File: src/rtl/core/local_branch_entropy_profiler_assert.svh
// ----------------------------------------------------------------------------
// local branch entropy profiler assertion macros
// concurrent checks sampled on clk, idle while rst_n is low
// ----------------------------------------------------------------------------
`ifndef LOCAL_BRANCH_ENTROPY_PROFILER_ASSERT_SVH
`define LOCAL_BRANCH_ENTROPY_PROFILER_ASSERT_SVH

`ifndef NO_ASSERTIONS

// implication property checked on every clock outside reset
`define LBEP_ASSERT(lbl, prop, msg) \
    lbl: assert property (@(posedge clk) disable iff (!rst_n) prop) else $error(msg);

// plain invariant checked on every clock outside reset
`define LBEP_INVARIANT(lbl, expr, msg) \
    lbl: assert property (@(posedge clk) disable iff (!rst_n) (expr)) else $error(msg);

`else

`define LBEP_ASSERT(lbl, prop, msg)

`define LBEP_INVARIANT(lbl, expr, msg)

`endif

`endif

File: src/rtl/core/lbep_queue.sv
// ----------------------------------------------------------------------------
// lbep_queue
// two-entry fifo between the front and the back
// ----------------------------------------------------------------------------
module lbep_queue #(
    parameter int WIDTH = 8
) (
    input  logic             clk,
    input  logic             rst_n,
    input  logic             push,
    input  logic [WIDTH-1:0] push_data,
    output logic             full,
    input  logic             pop,
    output logic             valid,
    output logic [WIDTH-1:0] data
);

    logic [WIDTH-1:0] entry_reg [2];
    logic             wr_ptr_reg;
    logic             rd_ptr_reg;
    logic [1:0]       count_reg;

    assign full  = count_reg == 2'd2;
    assign valid = count_reg != 2'd0;
    assign data  = entry_reg[rd_ptr_reg];

    always_ff @(posedge clk)
    begin
        if (push)
        begin
            entry_reg[wr_ptr_reg] <= push_data;
        end
    end

    always_ff @(posedge clk or negedge rst_n)
    begin
        if (!rst_n)
        begin
            wr_ptr_reg <= 1'b0;
            rd_ptr_reg <= 1'b0;
            count_reg  <= 2'd0;
        end
        else
        begin
            if (push)
            begin
                wr_ptr_reg <= !wr_ptr_reg;
            end
            if (pop)
            begin
                rd_ptr_reg <= !rd_ptr_reg;
            end
            count_reg <= count_reg + {1'b0, push} - {1'b0, pop};
        end
    end

endmodule

File: config.mk
export PLATFORM = sky130hd
export DESIGN_NAME = lbep_queue
export DESIGN_NICKNAME = d
export VERILOG_FILES = /design/src/rtl/core/local_branch_entropy_profiler_assert.svh /design/src/rtl/core/lbep_queue.sv
export SDC_FILE = /design/constraint.sdc
export NUM_CORES = 1
export LEC_CHECK = 0
export ABC_CLOCK_PERIOD_IN_PS = 3000
export BUFFER_PORTS_ARGS = -buffer_cell sky130_fd_sc_hd__buf_2
export CAP_MARGIN = 0
export CORE_UTILIZATION = 51
export CTS_BUF_LIST = sky130_fd_sc_hd__clkbuf_2 sky130_fd_sc_hd__clkbuf_4 sky130_fd_sc_hd__clkbuf_8
export CTS_CLUSTER_DIAMETER = 80
export DETAILED_ROUTE_END_ITERATION = 8
export GPL_TIMING_DRIVEN = 0
export PLACE_DENSITY = 0.88
export SETUP_SLACK_MARGIN = 0.02
export SLEW_MARGIN = 5
export SYNTH_ARGS = -nofsm -noshare
export SYNTH_HDL_FRONTEND = slang
export SYNTH_SLANG_ARGS = --single-unit
File: constraint.sdc
create_clock -name clk -period 3 [get_ports clk]
set_input_delay 0.3 -clock clk [delete_from_list [all_inputs] [get_ports clk]]
set_output_delay 0.3 -clock clk [all_outputs]
set_load 0.05 [all_outputs]
=== Word level (Yosys, flattened, before mapping) ===
Memory sizes are Yosys's and may differ from the RTL's.
Index checks and enable logic that the tools add are counted.

* $add $sub $neg: 2
* Equal/unequal tests: 1
* Muxes and demuxes: 2
* Reductions and logical operators: 3

{| class="wikitable"
|+ Operators with widths
! cell !! number
|-
| 2-bit by 1-bit adder with 2-bit output || 1
|-
| 2-bit == test (second input constant) || 1
|-
| 1-bit zero test || 2
|-
| 1-bit 2-to-1 mux || 2
|-
| 2-bit nonzero test || 1
|-
| 2-bit by 1-bit subtractor with 2-bit output || 1
|}

* Register bits after elaboration: 4
* Memory bits (writable): 16
* Bits of input ports: 12
* Word-level logic and storage cells: 12
* Memories kept: 1

{| class="wikitable"
|+ Memories
! name !! words !! bits a word !! rd ports !! clocked after Yosys merged registers in !! write ports !! RTL line !! text
|-
| entry_reg || 2 || 8 || 1 || 0 || 1 || lbep_queue.sv:18 || <nowiki>logic [WIDTH-1:0] entry_reg [2];</nowiki>
|}

=== Longest topological paths before layout ===
Gate-level depths: netlist of run 1.

* Depth in word-level cells: 2
* Depth in mapped cells: 5
* Depth with buffers taken out: 5

=== Worst setup path after synthesis of run 1 ===
No wires, ideal clock.

* Kind: reg-to-output
* Start point: register count_reg[1]
* End point: output full
* Arrival: 1.075 ns
* Required time: 2.700 ns
* Setup slack: 1.625 ns
* Cell stages (with the launch flop): 2
* Buffers on the path: 0
* Cells stage by stage: dfrtp_1 > nor2b_1

* Longest elaborated chain between the ends: 1

{| class="wikitable"
|+ Ends and longest elaborated chain
! what !! RTL line !! text
|-
| start: declaration || lbep_queue.sv:21 || <nowiki>logic [1:0] count_reg;</nowiki>
|-
| start signal: assignment || lbep_queue.sv:53 || <nowiki>count_reg <= count_reg + {1'b0, push} - {1'b0, pop};</nowiki>
|-
| 2-bit == test || lbep_queue.sv:23 || <nowiki>assign full = count_reg == 2'd2;</nowiki>
|-
| end: declaration || lbep_queue.sv:12 || <nowiki>output logic full,</nowiki>
|}

Every way passes these cells.

=== Final worst setup path of run 1 ===
* Start point: register rd_ptr_reg
* End point: output data[3]

* Longest elaborated chain between the ends: 1

{| class="wikitable"
|+ Ends and longest elaborated chain
! what !! RTL line !! text
|-
| start: declaration || lbep_queue.sv:20 || <nowiki>logic rd_ptr_reg;</nowiki>
|-
| start signal: assignment || lbep_queue.sv:51 || <nowiki>rd_ptr_reg <= !rd_ptr_reg;</nowiki>
|-
| memory 2 x 8 bit || - ||
|-
| end: declaration || lbep_queue.sv:15 || <nowiki>output logic [WIDTH-1:0] data</nowiki>
|}

Every way passes these cells.

==> impl_metrics.toml, run 1 <==
[power_and_ir_drop]
p_int_mw = 0.609
p_sw_share_pct = 41.0
clkPwrFrac_pct = 11.8
p_leak_nw = 0.430
seqPwrFrac_pct = 39.5
p_per_area_nw_per_um2 = 1060
power_frac_comb_pct = 48.7
max-vdd-ir-drop_uv = 579
switching_power_mw = 0.423

[clocking]
root_buffer = "clkbuf_4"
clock_latency_ns = 0.29
cts_buffers = 3
path_clk_slew_ns = 0.10
htree_levels = 1
numClockSinks = 20
clock_path_buffers = 2
cts_tree = "done"

[grt]
grt_use_met1_pct = 14.0
use_met2_pct = 25.6
grt.busiest_layer = "met2"
use_met3_pct = 2.61
grt_antenna_before_repair = 0
grt_pass1_wl_mm = 1.68
grt-ovfl-total = 0
grt_max_degree = 12
first_global_vias = 410
track_usage_pct = 14.0

[layout]
largest_register_ffs = 16
drive_gt1_share_pct = 51.5
multiInputGateArea_um2 = 211
regArea_um2 = 581
area_growth_pct = 19.9
post-route-cell-area_um2 = 972
antennaDiodeCount = 0
final_net_count = 81
fillerInstances = 107

[setup_path]
worstSetupStartpointType = "flop"
startpoint = "rd_ptr_reg"
path_max_fanout = 9
critPathBufInv = 2
crit_path_end_kind = "primary output"
crit_path_end = "data[3]"
r2r-end = "count_reg[1]"
critPathSlowestCell = "dfrtp_1"
worst_r2r_path_depth = 5
cp.depth = 3
crit_arrival_ns = 1.34
path_class = "reg -> out"
cpPeakStageDelay_ns = 0.39
r2r-start = "count_reg[0]"
cp_data_required_time_ns = 2.70
crit_path_cell_trace = "buf_6, mux2_4, buf_2"
cp_top_family = "flip-flops"
rrSetupSlack_ns = 1.63

[route]
wl_per_cell_um = 12.8
drc = 0
drt_first_pass_iters = 4
totalWireLength_mm = 1.05
via_per_inst = 4.82
drt_iter0_drc = 3
vias = 395
postRouteAntennaNets = 0

[logic_synthesis]
synth_area_um2 = 811
yosysTopAreaCell = "edfxtp_1"
syn_inst = 40
ys_types = 11
ys_seq_area_share_pct = 71.6
avgSynthCellArea_um2 = 20.3
synth.area.top_cells = "edfxtp_1, mux2_4, dfrtp_1, ha_1, xor3_1"
ys_ff_latch = 20
synth.top_cell.area_share_pct = 59.3
yosysWarnings = 0
synth_fp_nets = 54

[timing]
fin_crit_ns = 1.64
rsz0062_at_grt = "no"
relSlewSlack_pct = 52.5
fmax_mhz = 608
finalCritPeriodShare_pct = 54.8
timing.setup.tns_ns = 0
tightestPinTransition_ns = 0.711
drv_slew = 0
finalSetupViolCount = 0
skew_ns = 0.000948
hold_violations = 0

[die]
initial_core_util_pct = 54.5
dieArea_um2 = 1750
ioPinCount = 22
dieHeight_um = 41.9
core-area_um2 = 1490
num_rows = 14
die_w_um = 41.9

[place]
place_area_um2 = 936
gp_congestion = 0.616
port_buffers = 21

[status]
status = "completed"

[hold_path]
hp-class = "in -> reg"

[job]
drv_cap = 0
-- synth_stat cells (all sizes together) --
library cell  number
or2                1
edfxtp            16
xor3               1
and2               1
ha                 2
xor2               2
dfrtp              4
buf                1
mux2               8
nor2b              2
inv                2
-- layer usage --
metal,up-vias,routed length (um)
li1,198,-
met1,182,412
met2,13,587
met3,2,44
met4,0,4
met5,-,0
-- cells in the final DEF, fill, tap and decap left out --
master          n
dlygate4sd3_1   1
clkinv_1        1
mux2_4          8
dfrtp_1         4
buf_6           1
inv_1           2
buf_2          21
clkbuf_4        3
or2_2           1
xor3_1          1
nor2b_1         2
xor2_1          2
and2_1          1
ha_1            2
edfxtp_1       16
-- power by group through the flow --
stage	combinational (mW)	sequential, mW	clock (mW)
2_1_floorplan	0.426	0.406	0
3_3_place_gp	0.496	0.409	0
3_5_place_dp	0.507	0.414	0
4_1_cts	0.509	0.409	0.126
5_1_grt	0.529	0.414	0.137
6_report	0.503	0.408	0.122
-- worst min-delay path by stage --
stage | from | to | slack [ns] | depth (start not counted)
2_1_floorplan | rst_n | count_reg[0] | 0.004 | 0
3_3_place_gp | rst_n | wr_ptr_reg | 0.11 | 1
3_5_place_dp | rst_n | count_reg[0] | 0.11 | 1
4_1_cts | push_data[3] | entry_reg[0][3] | 0.18 | 1
5_1_grt | push_data[3] | entry_reg[0][3] | 0.18 | 1
6_report | push_data[3] | entry_reg[0][3] | 0.19 | 1
-- cells by family (layout without fill, tap and decap cells) --
group,count (synthesis),after routing,synth area share [%]
buffers and inverters,3,29,2.32
flip-flops,20,20,71.6
multiplexers,8,8,14.8
AND/OR/NAND/NOR,4,4,3.09
XOR/XNOR,3,3,5.09
adder cells (fa/ha/maj),2,2,3.09
-- through the flow --
step / hold slack (ns) / util [%] / total power, mW / setup slack (ns) / cells
after floorplan: 0.00441 / - / 0.832 / 1.62 / 40
after global placement: 0.109 / 62.9 / 0.905 / 1.60 / 77
after detailed placement: 0.115 / 62.9 / 0.921 / 1.59 / 77
after CTS: 0.183 / 65.3 / 1.04 / 1.35 / 82
after global routing: 0.176 / 65.3 / 1.08 / 1.32 / 82
final: 0.193 / 65.3 / 1.03 / 1.36 / 82
-- final cells by class --
class / instances / area share (%)
inverter: 2 / 0.772
timing repair buffer: 22 / 11.8
multi-input combinational: 17 / 21.8
tap: 16 / 2.06
buffer: 1 / 1.16
clock buffer: 3 / 2.32
sequential: 20 / 59.7
clock inverter: 1 / 0.386
-- timing repair --
| action | in CTS | in global routing |
|---|---|---|
| hold buffers | 1 | 0 |
| hold endpoints to repair | 4 | 0 |
| resized for setup | 0 | 0 |
| setup endpoints to repair | 0 | 0 |
| buffers inserted | 0 | 0 |
(Power assumes the default switching activity.)
==> run 2: changes to the inputs <==
ABC_AREA = 1   (was unset)
ABC_CLOCK_PERIOD_IN_PS = 1300   (was 3000)
CORE_UTILIZATION = 47   (was 51)
PLACE_DENSITY = 0.85   (was 0.88)
clock period = 1.3 ns   (was 3 ns; I/O delays follow)
==> impl_metrics.toml, run 2 <==
[place]
port_buffers = 21
place_area_um2 = 956
place_ws_ns = -0.0268
gp_congestion = 0.770
dp_hpwl_mm = 1.01

[grt]
grt_antenna_before_repair = 0
first_global_vias = 576
grt_max_degree = 13
grt-ovfl-total = 0
grt_pass1_wl_mm = 2.46
track_usage_pct = 18.3

[layout]
final_net_count = 116
postLayoutCoreUtil_pct = 76.9
largest_register_ffs = 16
drive_gt1_share_pct = 45.5
post-route-cell-area_um2 = 1210
mostFrequentLayoutCells = "edfxtp_1, inv_1, buf_2, nand2_1, buf_6"
area_growth_pct = 45.9
layout_commonest_cell = "edfxtp_1"
antennaDiodeCount = 0

[logic_synthesis]
ys_types = 12
ys_ff_latch = 20
yosysMostFrequentCell = "edfxtp_1"
synth_area_um2 = 831
syn_inst = 67
synth_common_cells = "edfxtp_1, inv_1, nand2_1"
synth_fp_nets = 81
ys_seq_area_share_pct = 69.9
synth-edff-count = 16
yosysWarnings = 0
async_flop_share_pct = 20.0
ys.flop_type = "edfxtp_1"
yosysTopAreaCell = "edfxtp_1"
avgSynthCellArea_um2 = 12.4
synth.area.top_cells = "edfxtp_1, dfrtp_1, inv_1, nand2_1, o21ai_2"
synth.top_cell.area_share_pct = 57.8

[clocking]
htree_levels = 1
clock_path_buffers = 2
numClockSinks = 20
cts_buffers = 3
root_buffer = "clkbuf_4"
cts_tree = "done"
path_clk_slew_ns = 0.11
clock_latency_ns = 0.30

[status]
violations = "setup timing"
status = "complete, but fails checks"

[route]
drt_first_pass_iters = 6
drt_iter0_drc = 25
wl_per_cell_um = 15.0
postRouteAntennaNets = 0
totalWireLength_mm = 1.75
vias = 591
via_per_inst = 5.05
drc = 0

[timing]
rsz0062_at_grt = "yes"
fmax_mhz = 703
tightestPinTransition_ns = 0.449
finalCritPeriodShare_pct = 109
finalSetupViolCount = 8
skew_ns = 0.00431
hold_violations = 0
relSlewSlack_pct = 70.0
setup_ws_ns = -0.123
fin_crit_ns = 1.42
drv_slew = 0

[hold_path]
hp-class = "in -> reg"

[die]
dieArea_um2 = 1940
ioPinCount = 22
initial_core_util_pct = 52.7
dieHeight_um = 44.0
core-area_um2 = 1580
die_w_um = 44.0
num_rows = 14

[setup_path]
critPathSlowestCell = "dfrtp_1"
crit_top_cell = "buf_6"
cp_data_required_time_ns = 1.17
critPathBufInv = 3
cp_top_family = "buffers and inverters"
path_class = "reg -> out"
worstSetupStartpointType = "flop"
path_max_fanout = 5
crit_path_cell_trace = "buf_6, clkbuf_16, o21ai_4, buf_6"
crit_arrival_ns = 1.29
crit_path_end_kind = "primary output"
cpPeakStageDelay_ns = 0.41

[job]
drv_cap = 0

[power_and_ir_drop]
p_per_area_nw_per_um2 = 2660
max-vdd-ir-drop_uv = 1550
finalPower_mw = 3.22
p_leak_nw = 0.564
[run 2: cell count changes in the layout (fill, tap and decap cells not counted), moves of 5 or more]
cell,delta
dlygate4sd3_1,+5
mux2_4,-8
inv_1,+12
buf_2,-8
nand2_1,+9
buf_6,+8
o21ai_2,+7
[run 2: logic make-up after synthesis]
logic type                 synth area share (%)
AOI/OAI and AO/OA                          6.17
xor gates and xnor gates                   2.11
and+or+nand+nor                            8.28
DFF                                        69.9
buffers and inverters                      10.5
adders and majority gates                  3.01
[run 2: path summary, 6_finish.rpt]
check / start / to / slack [ns] / cells past startpoint
setup / recovery: rd_ptr_reg / data[5] / -0.12 / 4
hold / removal: push_data[4] / entry_reg[0][4] / 0.02 / 1
setup reg to reg: count_reg[0] / count_reg[1] / 0.09 / 7
hold reg to reg: wr_ptr_reg / wr_ptr_reg / 0.54 / 1
max in group asynchronous: rst_n / count_reg[1] / 1.00 / 2
min in group asynchronous: rst_n / wr_ptr_reg / 0.18 / 2
[run 2: final cells by class]
type                    count  area [um^2]
plain buffers               2         31.3
clock buffers               3         22.5
clock inverters             1         30.0
fillers                   102          364
inverters                  15         56.3
multi-input cells          30          216
flip-flops and latches     20          581
well taps                  16         20.0
repair buffers             30          255
[run 2: per-layer routing]
layer / share of wire [%] / routed length [um] / vias up / GRT usage (%)
met5: 0 / 0 / - / 0
met4: 2.5 / 44 / 0 / 10.9
met3: 1.9 / 33 / 6 / 2.45
met2: 61 / 1070 / 21 / 32.6
met1: 35 / 605 / 282 / 20.9
li1: - / - / 282 / -
[run 2: power by group]
group          switching, mW  internal (mW)
Sequential            0.0850          0.871
Clock                  0.190          0.312
Combinational           1.10          0.663
Total                   1.38           1.85
[run 2: repair_timing]
action,CTS,global route
gates cloned,0,2
hold endpoints to repair,4,10
pin swaps,2,0
resized for setup,17,16
hold buffers,1,5
setup endpoints to repair,16,10
buffers inserted,1,0
[run 2: worst register-to-register path, cell delays in order, from the launching register on]
cell	delay, ns
dfrtp_1	0.39
inv_2	0.05
ha_1	0.27
inv_1	0.06
ha_1	0.16
inv_1	0.06
nand2_1	0.08
nand2_1	0.05
[run 2: metrics by stage]
| step | setup TNS (ns) | hold slack (ns) | cells |
|---|---|---|---|
| 2_1_floorplan | -0.197 | -0.166 | 67 |
| 3_3_place_gp | 0 | -0.0612 | 104 |
| 3_5_place_dp | -0.214 | -0.0560 | 104 |
| 4_1_cts | -0.673 | 0.000250 | 110 |
| 5_1_grt | -1.24 | 0.00132 | 117 |
| 6_report | -0.744 | 0.0151 | 117 |
==> run 3: changes to the inputs <==
RECOVER_POWER = 50   (was unset)
==> impl_metrics.toml, run 3 (same netlist as run 2, synthesis figures left out) <==
[timing]
rsz0062_at_grt = "yes"
holdWs_ns = 0.0151
tightestPinTransition_ns = 0.457
fin_crit_ns = 1.42
hold_violations = 0
skew_ns = 0.00337
finalCritPeriodShare_pct = 110
drv_slew = 0
relSlewSlack_pct = 69.5
fmax_mhz = 702
setup_ws_ns = -0.124
finalSetupViolCount = 8

[power_and_ir_drop]
p_int_mw = 1.84
p_per_area_nw_per_um2 = 2670
switching_power_mw = 1.38
seqPwrFrac_pct = 29.7
p_sw_share_pct = 42.7
p_leak_nw = 0.553
clkPwrFrac_pct = 15.6
max-vdd-ir-drop_uv = 1550
power_frac_comb_pct = 54.7
finalPower_mw = 3.22

[clocking]
cts_buffers = 3
numClockSinks = 20
clock_path_buffers = 2
cts_tree = "done"
clock_latency_ns = 0.30
path_clk_slew_ns = 0.11
root_buffer = "clkbuf_4"
htree_levels = 1

[job]
drv_cap = 0

[setup_path]
cp_data_required_time_ns = 1.17
path_max_fanout = 5
crit_path_end_kind = "primary output"
path_class = "reg -> out"
crit_arrival_ns = 1.29
crit_path_cell_trace = "buf_6, clkbuf_16, o21ai_4, buf_6"
worstSetupStartpointType = "flop"
critPathSlowestCell = "dfrtp_1"
crit_top_cell = "buf_6"
cpPeakStageDelay_ns = 0.41

[die]
dieHeight_um = 44.0
dieArea_um2 = 1940
initial_core_util_pct = 52.7
num_rows = 14
core-area_um2 = 1580
die_w_um = 44.0
ioPinCount = 22

[grt]
track_usage_pct = 18.3
grt_antenna_before_repair = 0
grt-ovfl-total = 0
grt_pass1_wl_mm = 2.46
first_global_vias = 576
grt_max_degree = 13

[place]
port_buffers = 21
dp_hpwl_mm = 1.01
place_area_um2 = 956
place_inst = 104
gp_congestion = 0.770
place_ws_ns = -0.0268

[route]
drc = 0
drt_iter0_drc = 25
postRouteAntennaNets = 0
totalWireLength_mm = 1.77
via_per_inst = 5.02
wl_per_cell_um = 15.1
vias = 587
drt_first_pass_iters = 6

[layout]
final_net_count = 116
fillerInstances = 105
layout_commonest_cell = "edfxtp_1"
drive_gt1_share_pct = 41.6
regArea_um2 = 581
multiInputGateArea_um2 = 216
post-route-cell-area_um2 = 1210
mostFrequentLayoutCells = "edfxtp_1, inv_1, nand2_1, buf_6, buf_2"
area_growth_pct = 45.3
antennaDiodeCount = 0
largest_register_ffs = 16
final_cells = 117

[hold_path]
hp-class = "in -> reg"

[status]
violations = "setup timing"
status = "complete, but fails checks"
==> run 3: cell types whose count changed in the layout (fill, tap and decap cells not counted) <==
| cell | delta |
|---|---|
| clkbuf_2 | +1 |
| clkbuf_1 | +4 |
| buf_2 | -5 |
==> run 3: timing repair <==
item,4_1_cts,5_1_grt
endpoints found under the setup margin,16,10
endpoints found under the hold margin,4,10
hold buffers,1,5
pin swaps,2,0
gates cloned,0,2
gates resized for setup,17,16
setup buffers,1,0
==> run 3: metal layers <==
| metal | up-vias | global-route usage, % | wire length, um |
|---|---|---|---|
| met4 | 0 | 10.9 | 51 |
| met5 | - | 0 | 0 |
| met2 | 21 | 32.6 | 1040 |
| met1 | 277 | 20.9 | 636 |
| li1 | 283 | - | - |
| met3 | 6 | 2.45 | 36 |
==> run 3: cell type report <==
class	instances	area share (%)
Buffer	2	2.59
Clock buffer	3	1.87
Clock inverter	1	2.49
Inverter	15	4.66
Multi-Input combinational cell	30	17.9
Sequential cell	20	48.1
Tap cell	16	1.66
Timing Repair Buffer	30	20.7
==> run 3: critical path: cells and delay by family, from the launching register on <==
family,cells,cell delay (ns)
buffers and inverters,3,0.47
AO/OA/AOI/OAI,1,0.11
flip-flops,1,0.41
==> run 3: final timing paths <==
path                                   start              end  cells after the start  slack (ns)
worst max register to register  count_reg[0]     count_reg[1]                      7        0.09
max in group asynchronous              rst_n     count_reg[1]                      2        0.89
worst max-delay path              rd_ptr_reg          data[5]                      4       -0.12
worst min register to register    wr_ptr_reg       wr_ptr_reg                      1        0.54
worst min-delay path            push_data[4]  entry_reg[0][4]                      1        0.02
min in group asynchronous              rst_n       wr_ptr_reg                      2        0.21
==> run 3: per-stage QoR <==
stage	setup TNS, ns	util, %
floorplan	-0.197	-
global placement	0	60.6
detailed placement	-0.214	60.6
CTS	-0.673	68.4
global route	-1.24	76.6
finish	-0.749	76.6
==> run 3: power groups by stage <==
stage / Clock, mW / Sequential (mW) / Combinational (mW)
after floorplan: 0 / 0.928 / 1.04
after global placement: 0 / 0.934 / 1.26
after detailed placement: 0 / 0.950 / 1.30
after CTS: 0.512 / 0.938 / 1.52
after global routing: 0.540 / 0.971 / 1.87
final: 0.501 / 0.957 / 1.76
