===== src/rtl/core/local_branch_entropy_profiler_assert.svh =====
// ----------------------------------------------------------------------------
// local branch entropy profiler assertion macros
// concurrent checks sampled on clk, idle while rst_n is low
// ----------------------------------------------------------------------------
`ifndef LOCAL_BRANCH_ENTROPY_PROFILER_ASSERT_SVH
`define LOCAL_BRANCH_ENTROPY_PROFILER_ASSERT_SVH

`ifndef NO_ASSERTIONS

// implication property checked on every clock outside reset
`define LBEP_ASSERT(lbl, prop, msg) \
    lbl: assert property (@(posedge clk) disable iff (!rst_n) prop) else $error(msg);

// plain invariant checked on every clock outside reset
`define LBEP_INVARIANT(lbl, expr, msg) \
    lbl: assert property (@(posedge clk) disable iff (!rst_n) (expr)) else $error(msg);

`else

`define LBEP_ASSERT(lbl, prop, msg)

`define LBEP_INVARIANT(lbl, expr, msg)

`endif

`endif


===== src/rtl/core/lbep_pkg.sv =====
// ----------------------------------------------------------------------------
// lbep_pkg
// shared widths, defaults and register indexes of the branch entropy profiler
// ----------------------------------------------------------------------------
package lbep_pkg;

    localparam int PC_BITS             = 48;
    localparam int SUM_BITS            = 48;
    localparam int ADDR_BITS_W         = 3;
    localparam int HIST_BITS_W         = 4;
    localparam int CFG_INDEX_BITS      = 2;
    localparam int CFG_DATA_BITS       = 4;

    localparam int PC_INDEX_BITS_DEF   = 6;
    localparam int HISTORY_MAX_DEF     = 10;
    localparam int COUNTER_BITS_DEF    = 32;

    localparam logic [ADDR_BITS_W-1:0] ADDR_BITS_RST = 3'd6;
    localparam logic [HIST_BITS_W-1:0] HIST_BITS_RST = 4'd10;

    // configuration register indexes
    localparam logic [CFG_INDEX_BITS-1:0] CFG_ADDR_BITS = 2'd0;
    localparam logic [CFG_INDEX_BITS-1:0] CFG_HIST_BITS = 2'd1;

endpackage


===== src/rtl/core/lbep_branch_if.sv =====
// ----------------------------------------------------------------------------
// lbep_branch_if
// valid/ready channel carrying one resolved conditional branch
// ----------------------------------------------------------------------------
interface lbep_branch_if import lbep_pkg::*; ();

    logic               valid;
    logic               ready;
    logic [PC_BITS-1:0] branch_pc;
    logic               was_taken;

    modport source (output valid, output branch_pc, output was_taken, input ready);
    modport sink   (input valid, input branch_pc, input was_taken, output ready);

endinterface


===== src/rtl/core/lbep_cfg_if.sv =====
// ----------------------------------------------------------------------------
// lbep_cfg_if
// valid/ready register write channel
// ----------------------------------------------------------------------------
interface lbep_cfg_if import lbep_pkg::*; ();

    logic                      valid;
    logic                      ready;
    logic [CFG_INDEX_BITS-1:0] index;
    logic [CFG_DATA_BITS-1:0]  data;

    modport source (output valid, output index, output data, input ready);
    modport sink   (input valid, input index, input data, output ready);

endinterface


===== src/rtl/core/lbep_front.sv =====
// ----------------------------------------------------------------------------
// lbep_front
// holds the bucket registers, takes branch words and masks them into queue entries
// ----------------------------------------------------------------------------
module lbep_front import lbep_pkg::*; #(
    parameter int PC_INDEX_BITS = PC_INDEX_BITS_DEF,
    parameter int HISTORY_MAX   = HISTORY_MAX_DEF,
    parameter int ENTRY_W       = 2 * PC_INDEX_BITS + HISTORY_MAX + 1
) (
    input  logic               clk,
    input  logic               rst_n,
    lbep_cfg_if.sink           cfg,
    lbep_branch_if.sink        branch,
    input  logic               clearing,
    input  logic               q_full,
    output logic               q_push,
    output logic [ENTRY_W-1:0] q_push_data
);

    logic [ADDR_BITS_W-1:0]   addr_bits_reg;
    logic [HIST_BITS_W-1:0]   hist_bits_reg;
    logic [PC_INDEX_BITS-1:0] pc_masked;
    logic [HISTORY_MAX-1:0]   hist_mask;

    assign cfg.ready = 1'b1;

    always_ff @(posedge clk or negedge rst_n)
    begin
        if (!rst_n)
        begin
            addr_bits_reg <= ADDR_BITS_RST;
            hist_bits_reg <= HIST_BITS_RST;
        end
        else if (cfg.valid && cfg.ready)
        begin
            case (cfg.index)
                CFG_ADDR_BITS: addr_bits_reg <= cfg.data[ADDR_BITS_W-1:0];
                CFG_HIST_BITS: hist_bits_reg <= cfg.data[HIST_BITS_W-1:0];
                default:       ;
            endcase
        end
    end

    // settings wider than the tables keep every bit
    always_comb
    begin
        for (int i = 0; i < PC_INDEX_BITS; i++)
        begin
            pc_masked[i] = branch.branch_pc[i] & (int'(addr_bits_reg) > i);
        end
        for (int i = 0; i < HISTORY_MAX; i++)
        begin
            hist_mask[i] = int'(hist_bits_reg) > i;
        end
    end

    assign branch.ready = !q_full && !clearing;
    assign q_push       = branch.valid && branch.ready;
    assign q_push_data  = {branch.branch_pc[PC_INDEX_BITS-1:0], pc_masked, hist_mask,
                           branch.was_taken};

endmodule


===== src/flat_wrapper.sv =====
// flat-port wrapper written by rule: the top's interface ports become plain ports
module lbep_front_flat import lbep_pkg::*;
#(
    parameter int PC_INDEX_BITS = PC_INDEX_BITS_DEF,
    parameter int HISTORY_MAX   = HISTORY_MAX_DEF,
    parameter int ENTRY_W       = 2 * PC_INDEX_BITS + HISTORY_MAX + 1
)
  (clk, rst_n, clearing, q_full, q_push, q_push_data, cfg_valid, cfg_index, cfg_data, cfg_ready, branch_valid, branch_branch_pc, branch_was_taken, branch_ready);
  lbep_cfg_if cfg_i ();
  lbep_branch_if branch_i ();
  input  logic clk;
  input  logic rst_n;
  input  logic clearing;
  input  logic q_full;
  output logic q_push;
  output logic [ENTRY_W-1:0] q_push_data;
  input wire logic [$bits(cfg_i.valid)-1:0] cfg_valid;
  input wire logic [$bits(cfg_i.index)-1:0] cfg_index;
  input wire logic [$bits(cfg_i.data)-1:0] cfg_data;
  output wire logic [$bits(cfg_i.ready)-1:0] cfg_ready;
  input wire logic [$bits(branch_i.valid)-1:0] branch_valid;
  input wire logic [$bits(branch_i.branch_pc)-1:0] branch_branch_pc;
  input wire logic [$bits(branch_i.was_taken)-1:0] branch_was_taken;
  output wire logic [$bits(branch_i.ready)-1:0] branch_ready;
  assign cfg_i.valid = cfg_valid;
  assign cfg_i.index = cfg_index;
  assign cfg_i.data = cfg_data;
  assign cfg_ready = cfg_i.ready;
  assign branch_i.valid = branch_valid;
  assign branch_i.branch_pc = branch_branch_pc;
  assign branch_i.was_taken = branch_was_taken;
  assign branch_ready = branch_i.ready;
  lbep_front #(.PC_INDEX_BITS(PC_INDEX_BITS), .HISTORY_MAX(HISTORY_MAX), .ENTRY_W(ENTRY_W)) u_core (.clk(clk), .rst_n(rst_n), .cfg(cfg_i), .branch(branch_i), .clearing(clearing), .q_full(q_full), .q_push(q_push), .q_push_data(q_push_data));
endmodule

===== config.mk =====
export PLATFORM = sky130hd
export DESIGN_NAME = lbep_front_flat
export DESIGN_NICKNAME = d
export VERILOG_FILES = /design/src/rtl/core/local_branch_entropy_profiler_assert.svh /design/src/rtl/core/lbep_pkg.sv /design/src/rtl/core/lbep_branch_if.sv /design/src/rtl/core/lbep_cfg_if.sv /design/src/rtl/core/lbep_front.sv /design/src/flat_wrapper.sv
export SDC_FILE = /design/constraint.sdc
export NUM_CORES = 1
export LEC_CHECK = 0
export ABC_CLOCK_PERIOD_IN_PS = 1400
export BUFFER_PORTS_ARGS = -buffer_cell sky130_fd_sc_hd__buf_2
export CORE_UTILIZATION = 26
export CTS_CLUSTER_DIAMETER = 200
export CTS_CLUSTER_SIZE = 16
export DETAILED_ROUTE_END_ITERATION = 10
export HOLD_SLACK_MARGIN = 0.02
export PLACE_DENSITY = 0.79
export SETUP_SLACK_MARGIN = 0.15
export SYNTH_ARGS = -nofsm -noshare
export SYNTH_HDL_FRONTEND = slang
export SYNTH_SLANG_ARGS = --single-unit

===== constraint.sdc =====
create_clock -name clk -period 1.4 [get_ports clk]
set_input_delay 0.21 -clock clk [delete_from_list [all_inputs] [get_ports clk]]
set_output_delay 0.21 -clock clk [all_outputs]
set_load 0.02 [all_outputs]

### Yosys cells after proc, flatten, opt, wreduce, memory -nomap -nowiden

Cells that the tools add are included.
Widths: inputs -> output; s select.

* bits in registers: 7
* input port bits: 61
* output and inout bits: 26
* word-level logic and storage cells: 32

* order comparisons: 16
* equality and inequality tests: 1
* bitwise gates (word level): 6
* reductions and logical operators: 7

Operators by type and width (count)
* $gt 4x3->1 const B: 4
* $gt 4x1->1 const B: 2
* $gt 4x2->1 const B: 2
* $gt 4x4->1 const B: 2
* $and 1x1->1: 6
* $gt 3x1->1 const B: 2
* $gt 3x2->1 const B: 2
* $gt 3x3->1 const B: 2
* $reduce_and 2->1: 2
* $eq 2x1->1 const B: 1
* $logic_and 1x1->1: 2
* $logic_not 1->1: 2
* $logic_not 2->1: 1

### Logic depth before layout (Yosys ltp)

Gate-level depths: netlist of run 1.

* depth in word-level cells: 3
* gate-level depth with buffers: 3

### Worst setup path before layout of run 1

OpenSTA, ideal clock, no wires.

* path type: reg2out
* start point: reg u_core.hist_bits_reg[2]
* end point: out q_push_data[1]
* arrival time: 1.097 ns
* data required time: 1.190 ns
* path slack: 0.093 ns
* cell stages (with the launch flop): 3
* cells stage by stage: dfrtp_1 > or2_4 > or3_1

* longest elaborated chain between the ends: 1

RTL lines
* from (decl): RTL line lbep_front.sv:21 `logic [HIST_BITS_W-1:0] hist_bits_reg;`
* from (signal assigned): RTL line lbep_front.sv:38 `CFG_HIST_BITS: hist_bits_reg <= cfg.data[HIST_BITS_W-1:0];`
* $gt 4x1->1: RTL line lbep_front.sv:53 `hist_mask[i] = int'(hist_bits_reg) > i;`
* to (decl): RTL line flat_wrapper.sv:16 `output logic [ENTRY_W-1:0] q_push_data;`

Every way passes these cells.

### Worst setup path after layout of run 1

* start point: reg u_core.hist_bits_reg[3]
* end point: out q_push_data[1]

The elaborated chain is that of the path after synthesis.

==> impl_metrics.csv, run 1 <==
group,metric,value,unit
power_and_ir_drop,peakVddDrop,0.550,mV
floorplanning,die_x,45.3,µm
final_layout,final_cells,110,
clock_tree,cts_tree,"built",
placed_design,dpl_cell_area,676,µm²
min_path,hold_path_end,"u_core.hist_bits_reg[3]",
floorplanning,dieArea,0.00205,mm²
sta,skew,0,ns
drt,post_drt_wl_per_cell,12.3,µm
setup_path,cp_slowest_cell,"dfstp_2",
final_layout,fin_area,813,µm²
global_route,gr-total-overflow,0,
logic_synthesis,ys_ff_latch,7,
clock_tree,cts_root_buffer,"clkbuf_4",
logic_synthesis,synth_top_area_share,21.6,%
final_layout,largest_register_ffs,4,
sta,hold_violations,0,
setup_path,crit_required,1.19,ns
logic_synthesis,synthesis.area,487,µm²
global_route,grt_max_degree,10,
clock_tree,cts.sinks,7,
clock_tree,clock_latency,0.25,ns
setup_path,cp_max_fo,2,
final_layout,fin_nets,147,
logic_synthesis,synth_cell_types,23,
placed_design,dp.cells,104,
logic_synthesis,yosys_warnings,0,
setup_path,cp_data_arrival_time,1.32,ns
logic_synthesis,syn_inst,46,
setup_path,end_kind,"output pin",
logic_synthesis,synthTopCellsByArea,"dfstp_2, mux2_2, dfrtp_1",
floorplanning,die_h,45.3,µm
min_path,whs_path_depth,2,
sta,fin_setup_tns,-0.360,ns
sta,max_clock_freq,654,MHz
sta,final-setup-viol-count,5,
setup_path,reg2reg_depth,2,
logic_synthesis,yosys.area.top_type,"dfstp_2",
power_and_ir_drop,p_leak,0.000400,µW
logic_synthesis,yosysMostFrequentCell,"buf_4",
placed_design,place.gp.congestion,0.654,
setup_path,cpPeakStageDelay,0.37,ns
logic_synthesis,synth_nets,107,
sta,min_period,1.53,ns
clock_tree,h-tree-depth,1,
logic_synthesis,yosys_most_used_dff,"dfstp_2",
setup_path,r2r-end,"u_core.hist_bits_reg[2]",
setup_path,timing.rr.start,"u_core.hist_bits_reg[2]",
clock_tree,numCtsBuffers,3,
placed_design,dp_hpwl,1010,µm
setup_path,worst_setup_path_start_kind,"register",
clock_tree,clockBufferDepth,2,
global_route,antenna_found_initial,0,
final_layout,utilization,46.6,%
floorplanning,rows,15,
final_layout,final_layout_size_suffix_gt1_share,81.2,%
drt,vias,487,
setup_path,path_delay_family,"simple AND/OR/NAND/NOR gates",
sta,min_period_over_period,109,%
floorplanning,core,0.00175,mm²
drt,dr.first_iter.drc_count,11,
global_route,grt_first_pass_wirelength,1870,µm
final_layout,antenna_cells,0,
drt,drc,0,
drt,vias_per_cell,4.43,
logic_synthesis,async_flop_share,100,%
min_path,holdCritStartpoint,"cfg_data[3]",
setup_path,crit_buf_inv,1,
logic_synthesis,synth-edff-count,0,
setup_path,reg2reg_slack,0.50,ns
final_layout,fill_cells,169,
setup_path,crit_chain,"or2_4 -> or3_4 -> buf_6",
clock_tree,clk_pin_slew,0.06,ns
floorplanning,start_util,27.9,%
logic_synthesis,syn_avg_cell_area,10.6,µm²
logic_synthesis,synth_commonest_cells,"buf_4, mux2_2, dfstp_2",
drt,routed_wl,1350,µm
floorplanning,ios,87,
power_and_ir_drop,powerDensity,1270,mW/mm²
placed_design,portBuffers,41,
sta,fin_ws,-0.128,ns
logic_synthesis,synth-seq-area-share,37.0,%
drt,firstDrtPassIters,4,
run,cap_viol_max_count,0,
global_route,grt_pass1_vias,418,
setup_path,path_class,"register to output pin",
outcome,status,"complete, but fails checks",
drt,antenna_left,0,
sta,rsz0062_at_grt,"yes",
min_path,hp-class,"primary input to register",
placed_design,place_ws,0.122,ns
final_layout,area_growth,67.1,%
outcome,violations,"setup timing",
sta,slew_violations,0,
global_route,grt_usage,13.1,%
[layout make-up]
type | count | area, µm² | area share (%)
well taps | 25 | 31.3 | 3.85
flip-flops and latches | 7 | 180 | 22.2
multi-input cells | 29 | 260 | 32.0
repair buffers | 45 | 315 | 38.8
clock buffers | 4 | 26.3 | 3.23
[through the flow]
step / hold slack (ns) / total power (µW)
after global routing: 0.207 / 1080
after global placement: 0.0434 / 709
after detailed placement: 0.0498 / 728
after floorplan: -0.0856 / 589
after CTS: 0.198 / 1020
final: 0.198 / 1040
[cells by family after synthesis]
logic type | share of synthesized area [%]
AND/OR/NAND/NOR | 15.7
AO/OA/AOI/OAI | 16.5
buffers and inverters | 13.9
multiplexers | 16.2
flip-flops | 37.0
other | 0.770
[worst register-to-register path, delay by kind of cell, from the launching register on]
family | cells | cell delay, ns
flip-flops | 1 | 0.37
multiplexers | 1 | 0.26
buffers and inverters | 1 | 0.15
[metal layers]
metal | up-vias | track usage [%] | share of wire, %
li1 | 232 | - | -
met1 | 233 | 14.4 | 38
met3 | 2 | 2.40 | 4.7
met4 | 0 | 4.24 | 0.30
met5 | - | 0 | 0
met2 | 20 | 24.9 | 57
[power breakdown]
part           leakage, µW  switching [µW]  total [µW]  internal (µW)
Clock            0.0000150            81.2         190            109
Sequential       0.0000775            57.3         316            259
Combinational     0.000308             250         529            279
[how the worst max path moves through the flow]
| stage | cells after the start | to | start | slack [ns] |
|---|---|---|---|---|
| 6_report | 3 | q_push_data[1] | u_core.hist_bits_reg[3] | -0.13 |
| 4_1_cts | 3 | q_push_data[1] | u_core.hist_bits_reg[3] | -0.13 |
| 5_1_grt | 3 | q_push_data[1] | u_core.hist_bits_reg[3] | -0.16 |
| 3_3_place_gp | 3 | q_push_data[1] | u_core.hist_bits_reg[3] | 0.13 |
| 3_5_place_dp | 3 | q_push_data[1] | u_core.hist_bits_reg[3] | 0.12 |
| 2_1_floorplan | 2 | q_push_data[1] | u_core.hist_bits_reg[2] | 0.13 |
[placed cells by master, fill, tap and decap left out, types with 2 or more instances in the layout]
cell | netlist | final
clkbuf_4 | 0 | 3
buf_2 | 0 | 25
buf_6 | 0 | 10
mux2_2 | 7 | 7
a21o_2 | 2 | 2
buf_4 | 8 | 9
o21a_1 | 2 | 2
or3_4 | 0 | 2
dfrtp_1 | 3 | 3
dfstp_2 | 4 | 4
[what timing repair did]
action	4_1_cts	5_1_grt
pin swaps	3	1
cloned	0	0
hold buffers	1	0
buffers inserted	1	0
hold endpoints to repair	7	0
gates resized for setup	27	3
setup endpoints to repair	16	16
Note: power is estimated with default switching activity, not from simulation.
==> run 2: changes to the inputs <==
Settings changed: CELL_PAD_IN_SITES_DETAIL_PLACEMENT from default to 0, CELL_PAD_IN_SITES_GLOBAL_PLACEMENT from default to 2, CORE_ASPECT_RATIO from default to 0.5, CORE_UTILIZATION 26 to 11, PLACE_DENSITY 0.79 to default, PLACE_DENSITY_LB_ADDON from default to 0.1.
==> impl_metrics.csv, run 2 (synthesis results as in run 1) <==
group,metric,value,unit
sta,slew_violations,0,
setup_path,r2r-end,"u_core.hist_bits_reg[2]",
global_route,grt_max_degree,10,
setup_path,reg2reg_slack,0.48,ns
clock_tree,numCtsBuffers,3,
global_route,grt_pass1_vias,510,
sta,min_period,1.53,ns
sta,max_clock_freq,655,MHz
floorplanning,core,0.00406,mm²
drt,vias,488,
setup_path,worst_setup_path_start_kind,"register",
clock_tree,clk_pin_slew,0.04,ns
min_path,hp-class,"primary input to register",
placed_design,place.gp.congestion,0.622,
final_layout,antenna_cells,0,
drt,routed_wl,1440,µm
final_layout,fin_nets,149,
outcome,status,"complete, but fails checks",
power_and_ir_drop,peakVddDrop,0.375,mV
drt,vias_per_cell,3.46,
sta,hold_violations,0,
final_layout,area_growth,85.1,%
sta,min_period_over_period,109,%
setup_path,critPathCapture,"q_push_data[1]",
drt,antenna_left,0,
power_and_ir_drop,p_total,1160,µW
setup_path,reg2reg_depth,2,
drt,firstDrtPassIters,2,
clock_tree,clockBufferDepth,2,
floorplanning,start_util,12.0,%
sta,skew,0,ns
drt,post_drt_wl_per_cell,10.2,µm
placed_design,portBuffers,41,
setup_path,crit_chain,"or2_4 -> or3_4 -> buf_6",
setup_path,cp-startpoint,"u_core.hist_bits_reg[2]",
run,cap_viol_max_count,0,
final_layout,final_layout_size_suffix_gt1_share,82.8,%
global_route,grt_usage,6.41,%
outcome,violations,"setup timing",
final_layout,final_common_cell,"buf_2",
clock_tree,h-tree-depth,1,
setup_path,crit_required,1.19,ns
floorplanning,die_h,49.0,µm
global_route,antenna_found_initial,0,
global_route,grt_first_pass_wirelength,2280,µm
final_layout,largest_register_ffs,4,
floorplanning,rows,16,
floorplanning,dieArea,0.00471,mm²
setup_path,cp_data_arrival_time,1.32,ns
floorplanning,ios,87,
placed_design,place_ws,0.109,ns
setup_path,cpPeakStageDelay,0.38,ns
sta,final-setup-viol-count,3,
setup_path,path_class,"register to output pin",
setup_path,cp_slowest_cell,"dfrtp_1",
final_layout,final_cell_mix,"buf_2, buf_6, mux2_2, buf_4, dfstp_2",
global_route,gr-total-overflow,0,
setup_path,cp_max_fo,3,
clock_tree,clock_latency,0.22,ns
power_and_ir_drop,powerDensity,1290,mW/mm²
sta,rsz0062_at_grt,"yes",
placed_design,dp_hpwl,1110,µm
clock_tree,cts.sinks,7,
setup_path,timing.rr.start,"u_core.hist_bits_reg[2]",
drt,drc,0,
clock_tree,cts_tree,"built",
drt,dr.first_iter.drc_count,3,
power_and_ir_drop,p_leak,0.000427,µW
sta,fin_ws,-0.127,ns
floorplanning,die_x,96.1,µm
setup_path,end_kind,"output pin",
clock_tree,cts_root_buffer,"clkbuf_8",
## run 2: area by class of cell
cell class | count | area, µm²
fill | 445 | 3160
multi-input combinational | 29 | 268
clock buffer | 4 | 45.0
tap | 54 | 67.6
sequential | 7 | 180
timing repair buffer | 47 | 340
## run 2: layer usage
metal  vias up  GRT usage, %  wire [µm]
met4         0          3.73         19
met5         -             0          0
met2        19          11.5        723
met1       230          7.20        611
met3         2         0.935         80
li1        237             -          -
## run 2: worst min-delay path by stage
| stage | endpoint | cells after the start | start | slack, ns |
|---|---|---|---|---|
| after floorplan | u_core.addr_bits_reg[0] | 0 | rst_n | -0.09 |
| after global placement | u_core.hist_bits_reg[2] | 1 | rst_n | 0.05 |
| after detailed placement | u_core.hist_bits_reg[2] | 1 | rst_n | 0.05 |
| after CTS | u_core.hist_bits_reg[3] | 2 | cfg_data[3] | 0.22 |
| after global routing | u_core.hist_bits_reg[3] | 2 | cfg_data[3] | 0.23 |
| final | u_core.hist_bits_reg[3] | 2 | cfg_data[3] | 0.22 |
## run 2: power breakdown
part           switching (µW)  internal, µW
clock                    82.0           197
sequential               57.3           260
combinational             259           306
## run 2: per-stage QoR
| stage | util, % | instances | cell area [µm²] | setup TNS (ns) | hold slack [ns] |
|---|---|---|---|---|---|
| after CTS | 21.6 | 140 | 878 | -0.192 | 0.223 |
| after global placement | 17.5 | 133 | 712 | 0 | 0.0482 |
| after floorplan | - | 46 | 492 | 0 | -0.0856 |
| after detailed placement | 17.5 | 133 | 712 | 0 | 0.0543 |
| after global routing | 22.2 | 141 | 901 | -0.425 | 0.230 |
| final | 22.2 | 141 | 901 | -0.212 | 0.222 |
## run 2: critical path, delay by kind of cell, from the launching register on
kind	cells	cell delay, ns
buffers and inverters	1	0.14
and+or+nand+nor	2	0.58
DFF	1	0.38
## run 2: repair_timing
item | CTS | global route
hold endpoints to repair | 3 | 0
setup endpoints to repair | 15 | 16
resized for setup | 30 | 6
buffers inserted | 2 | 1
pin swaps | 3 | 1
hold buffers | 1 | 0
==> run 3: changes to the inputs <==
Settings changed: PLACE_DENSITY from default to 0.82, PLACE_DENSITY_LB_ADDON 0.1 to default.
==> impl_metrics.csv, run 3 (synthesis results as in run 1) <==
group,metric,value,unit
drt,routed_wl,1260,µm
power_and_ir_drop,switchingPower,396,µW
power_and_ir_drop,switching_share,34.5,%
clock_tree,cts_root_buffer,"clkbuf_8",
floorplanning,dieArea,0.00471,mm²
floorplanning,die_x,96.1,µm
placed_design,place_ws,0.118,ns
floorplanning,ios,87,
final_layout,final_layout_size_suffix_gt1_share,80.5,%
final_layout,final_cells,141,
run,cap_viol_max_count,0,
setup_path,crit_chain,"or2_4 -> or3_4 -> buf_6",
sta,max_clock_freq,667,MHz
final_layout,final_cell_mix,"buf_2, buf_6, buf_4, mux2_2, dfstp_2",
floorplanning,core,0.00406,mm²
clock_tree,clock_latency,0.23,ns
final_layout,fin_nets,149,
setup_path,crit_required,1.19,ns
sta,hold_violations,0,
power_and_ir_drop,clkPwrFrac,25.0,%
placed_design,dp_hpwl,912,µm
final_layout,largest_register_ffs,4,
global_route,grt_pass1_vias,469,
drt,firstDrtPassIters,2,
setup_path,cpPeakStageDelay,0.36,ns
drt,vias,477,
global_route,grt_max_degree,10,
global_route,antenna_found_initial,0,
final_layout,utilization,21.8,%
sta,holdWs,0.228,ns
placed_design,portBuffers,41,
clock_tree,clk_pin_slew,0.04,ns
sta,slew_violations,0,
drt,post_drt_wl_per_cell,8.93,µm
power_and_ir_drop,powerDensity,1300,mW/mm²
final_layout,final_common_cell,"buf_2",
final_layout,antenna_cells,0,
floorplanning,die_h,49.0,µm
sta,rsz0062_at_grt,"yes",
sta,min_period_over_period,107,%
global_route,gr-total-overflow,0,
power_and_ir_drop,peakVddDrop,0.229,mV
power_and_ir_drop,intPower,751,µW
final_layout,area_growth,82.0,%
min_path,hp-class,"primary input to register",
floorplanning,start_util,12.0,%
setup_path,cp_max_fo,2,
drt,vias_per_cell,3.38,
sta,skew,0,ns
clock_tree,cts_tree,"built",
power_and_ir_drop,p_leak,0.000417,µW
power_and_ir_drop,p_total,1150,µW
setup_path,cp_data_arrival_time,1.29,ns
placed_design,place.gp.congestion,0.667,
clock_tree,clockBufferDepth,2,
final_layout,fill_cells,438,
setup_path,cp_slowest_cell,"dfstp_2",
sta,min_period,1.50,ns
drt,antenna_left,0,
power_and_ir_drop,p_seq_share,27.2,%
power_and_ir_drop,combPwrFrac,47.8,%
sta,final-setup-viol-count,3,
floorplanning,rows,16,
setup_path,path_class,"register to output pin",
outcome,violations,"setup timing",
clock_tree,numCtsBuffers,3,
drt,dr.first_iter.drc_count,25,
global_route,grt_usage,5.20,%
setup_path,worst_setup_path_start_kind,"register",
sta,fin_ws,-0.0993,ns
clock_tree,cts.sinks,7,
global_route,grt_first_pass_wirelength,1880,µm
outcome,status,"complete, but fails checks",
setup_path,end_kind,"output pin",
clock_tree,h-tree-depth,1,
placed_design,dp.cells,133,
drt,drc,0,
run 3: worst max-delay path, delay by kind of cell, from the launching register on:
family / cells / cell delay [ns]
AND/OR/NAND/NOR: 2 / 0.57
flip-flops: 1 / 0.36
buffers and inverters: 1 / 0.14
run 3: final timing paths:
| kind | from | endpoint | slack [ns] | cells after the start |
|---|---|---|---|---|
| worst min-delay path | cfg_data[3] | u_core.hist_bits_reg[3] | 0.23 | 2 |
| worst max-delay path | u_core.hist_bits_reg[3] | q_push_data[1] | -0.1 | 3 |
| worst max register to register | u_core.addr_bits_reg[0] | u_core.addr_bits_reg[0] | 0.48 | 2 |
| worst min register to register | u_core.hist_bits_reg[0] | u_core.hist_bits_reg[0] | 0.64 | 1 |
| min in group asynchronous | rst_n | u_core.addr_bits_reg[0] | 0.35 | 2 |
| max in group asynchronous | rst_n | u_core.hist_bits_reg[1] | 0.82 | 2 |
run 3: area by class of cell:
class / instances / area (µm²) / share of cell area, %
clock buffer: 4 / 45.0 / 5.08
timing repair buffer: 47 / 332 / 37.4
multi-input combinational: 29 / 262 / 29.5
sequential: 7 / 180 / 20.3
tap: 54 / 67.6 / 7.63
run 3: per-layer routing:
layer,up-vias,wire [µm],GRT usage [%]
met2,9,774,9.46
met3,3,21,0.467
met4,0,22,4.48
met1,232,441,5.37
met5,-,0,0
li1,233,-,-
run 3: through the flow:
| stage | cell area [µm²] | TNS, ns |
|---|---|---|
| after floorplan | 492 | 0 |
| after global placement | 712 | 0 |
| after detailed placement | 712 | 0 |
| after CTS | 858 | -0.231 |
| after global routing | 886 | -0.360 |
| final | 886 | -0.234 |
run 3: timing repair:
action,4_1_cts,5_1_grt
pin swaps,2,2
resized for setup,25,7
setup endpoints to repair,15,16
setup buffers,2,1
endpoints found under the hold margin,7,0
hold buffers,1,0
run 3: power groups by stage:
stage	registers, µW	logic, µW	clock network (µW)
4_1_cts	313	511	290
2_1_floorplan	300	289	0
3_5_place_dp	312	411	0
6_report	312	549	287
5_1_grt	319	580	305
3_3_place_gp	309	407	0
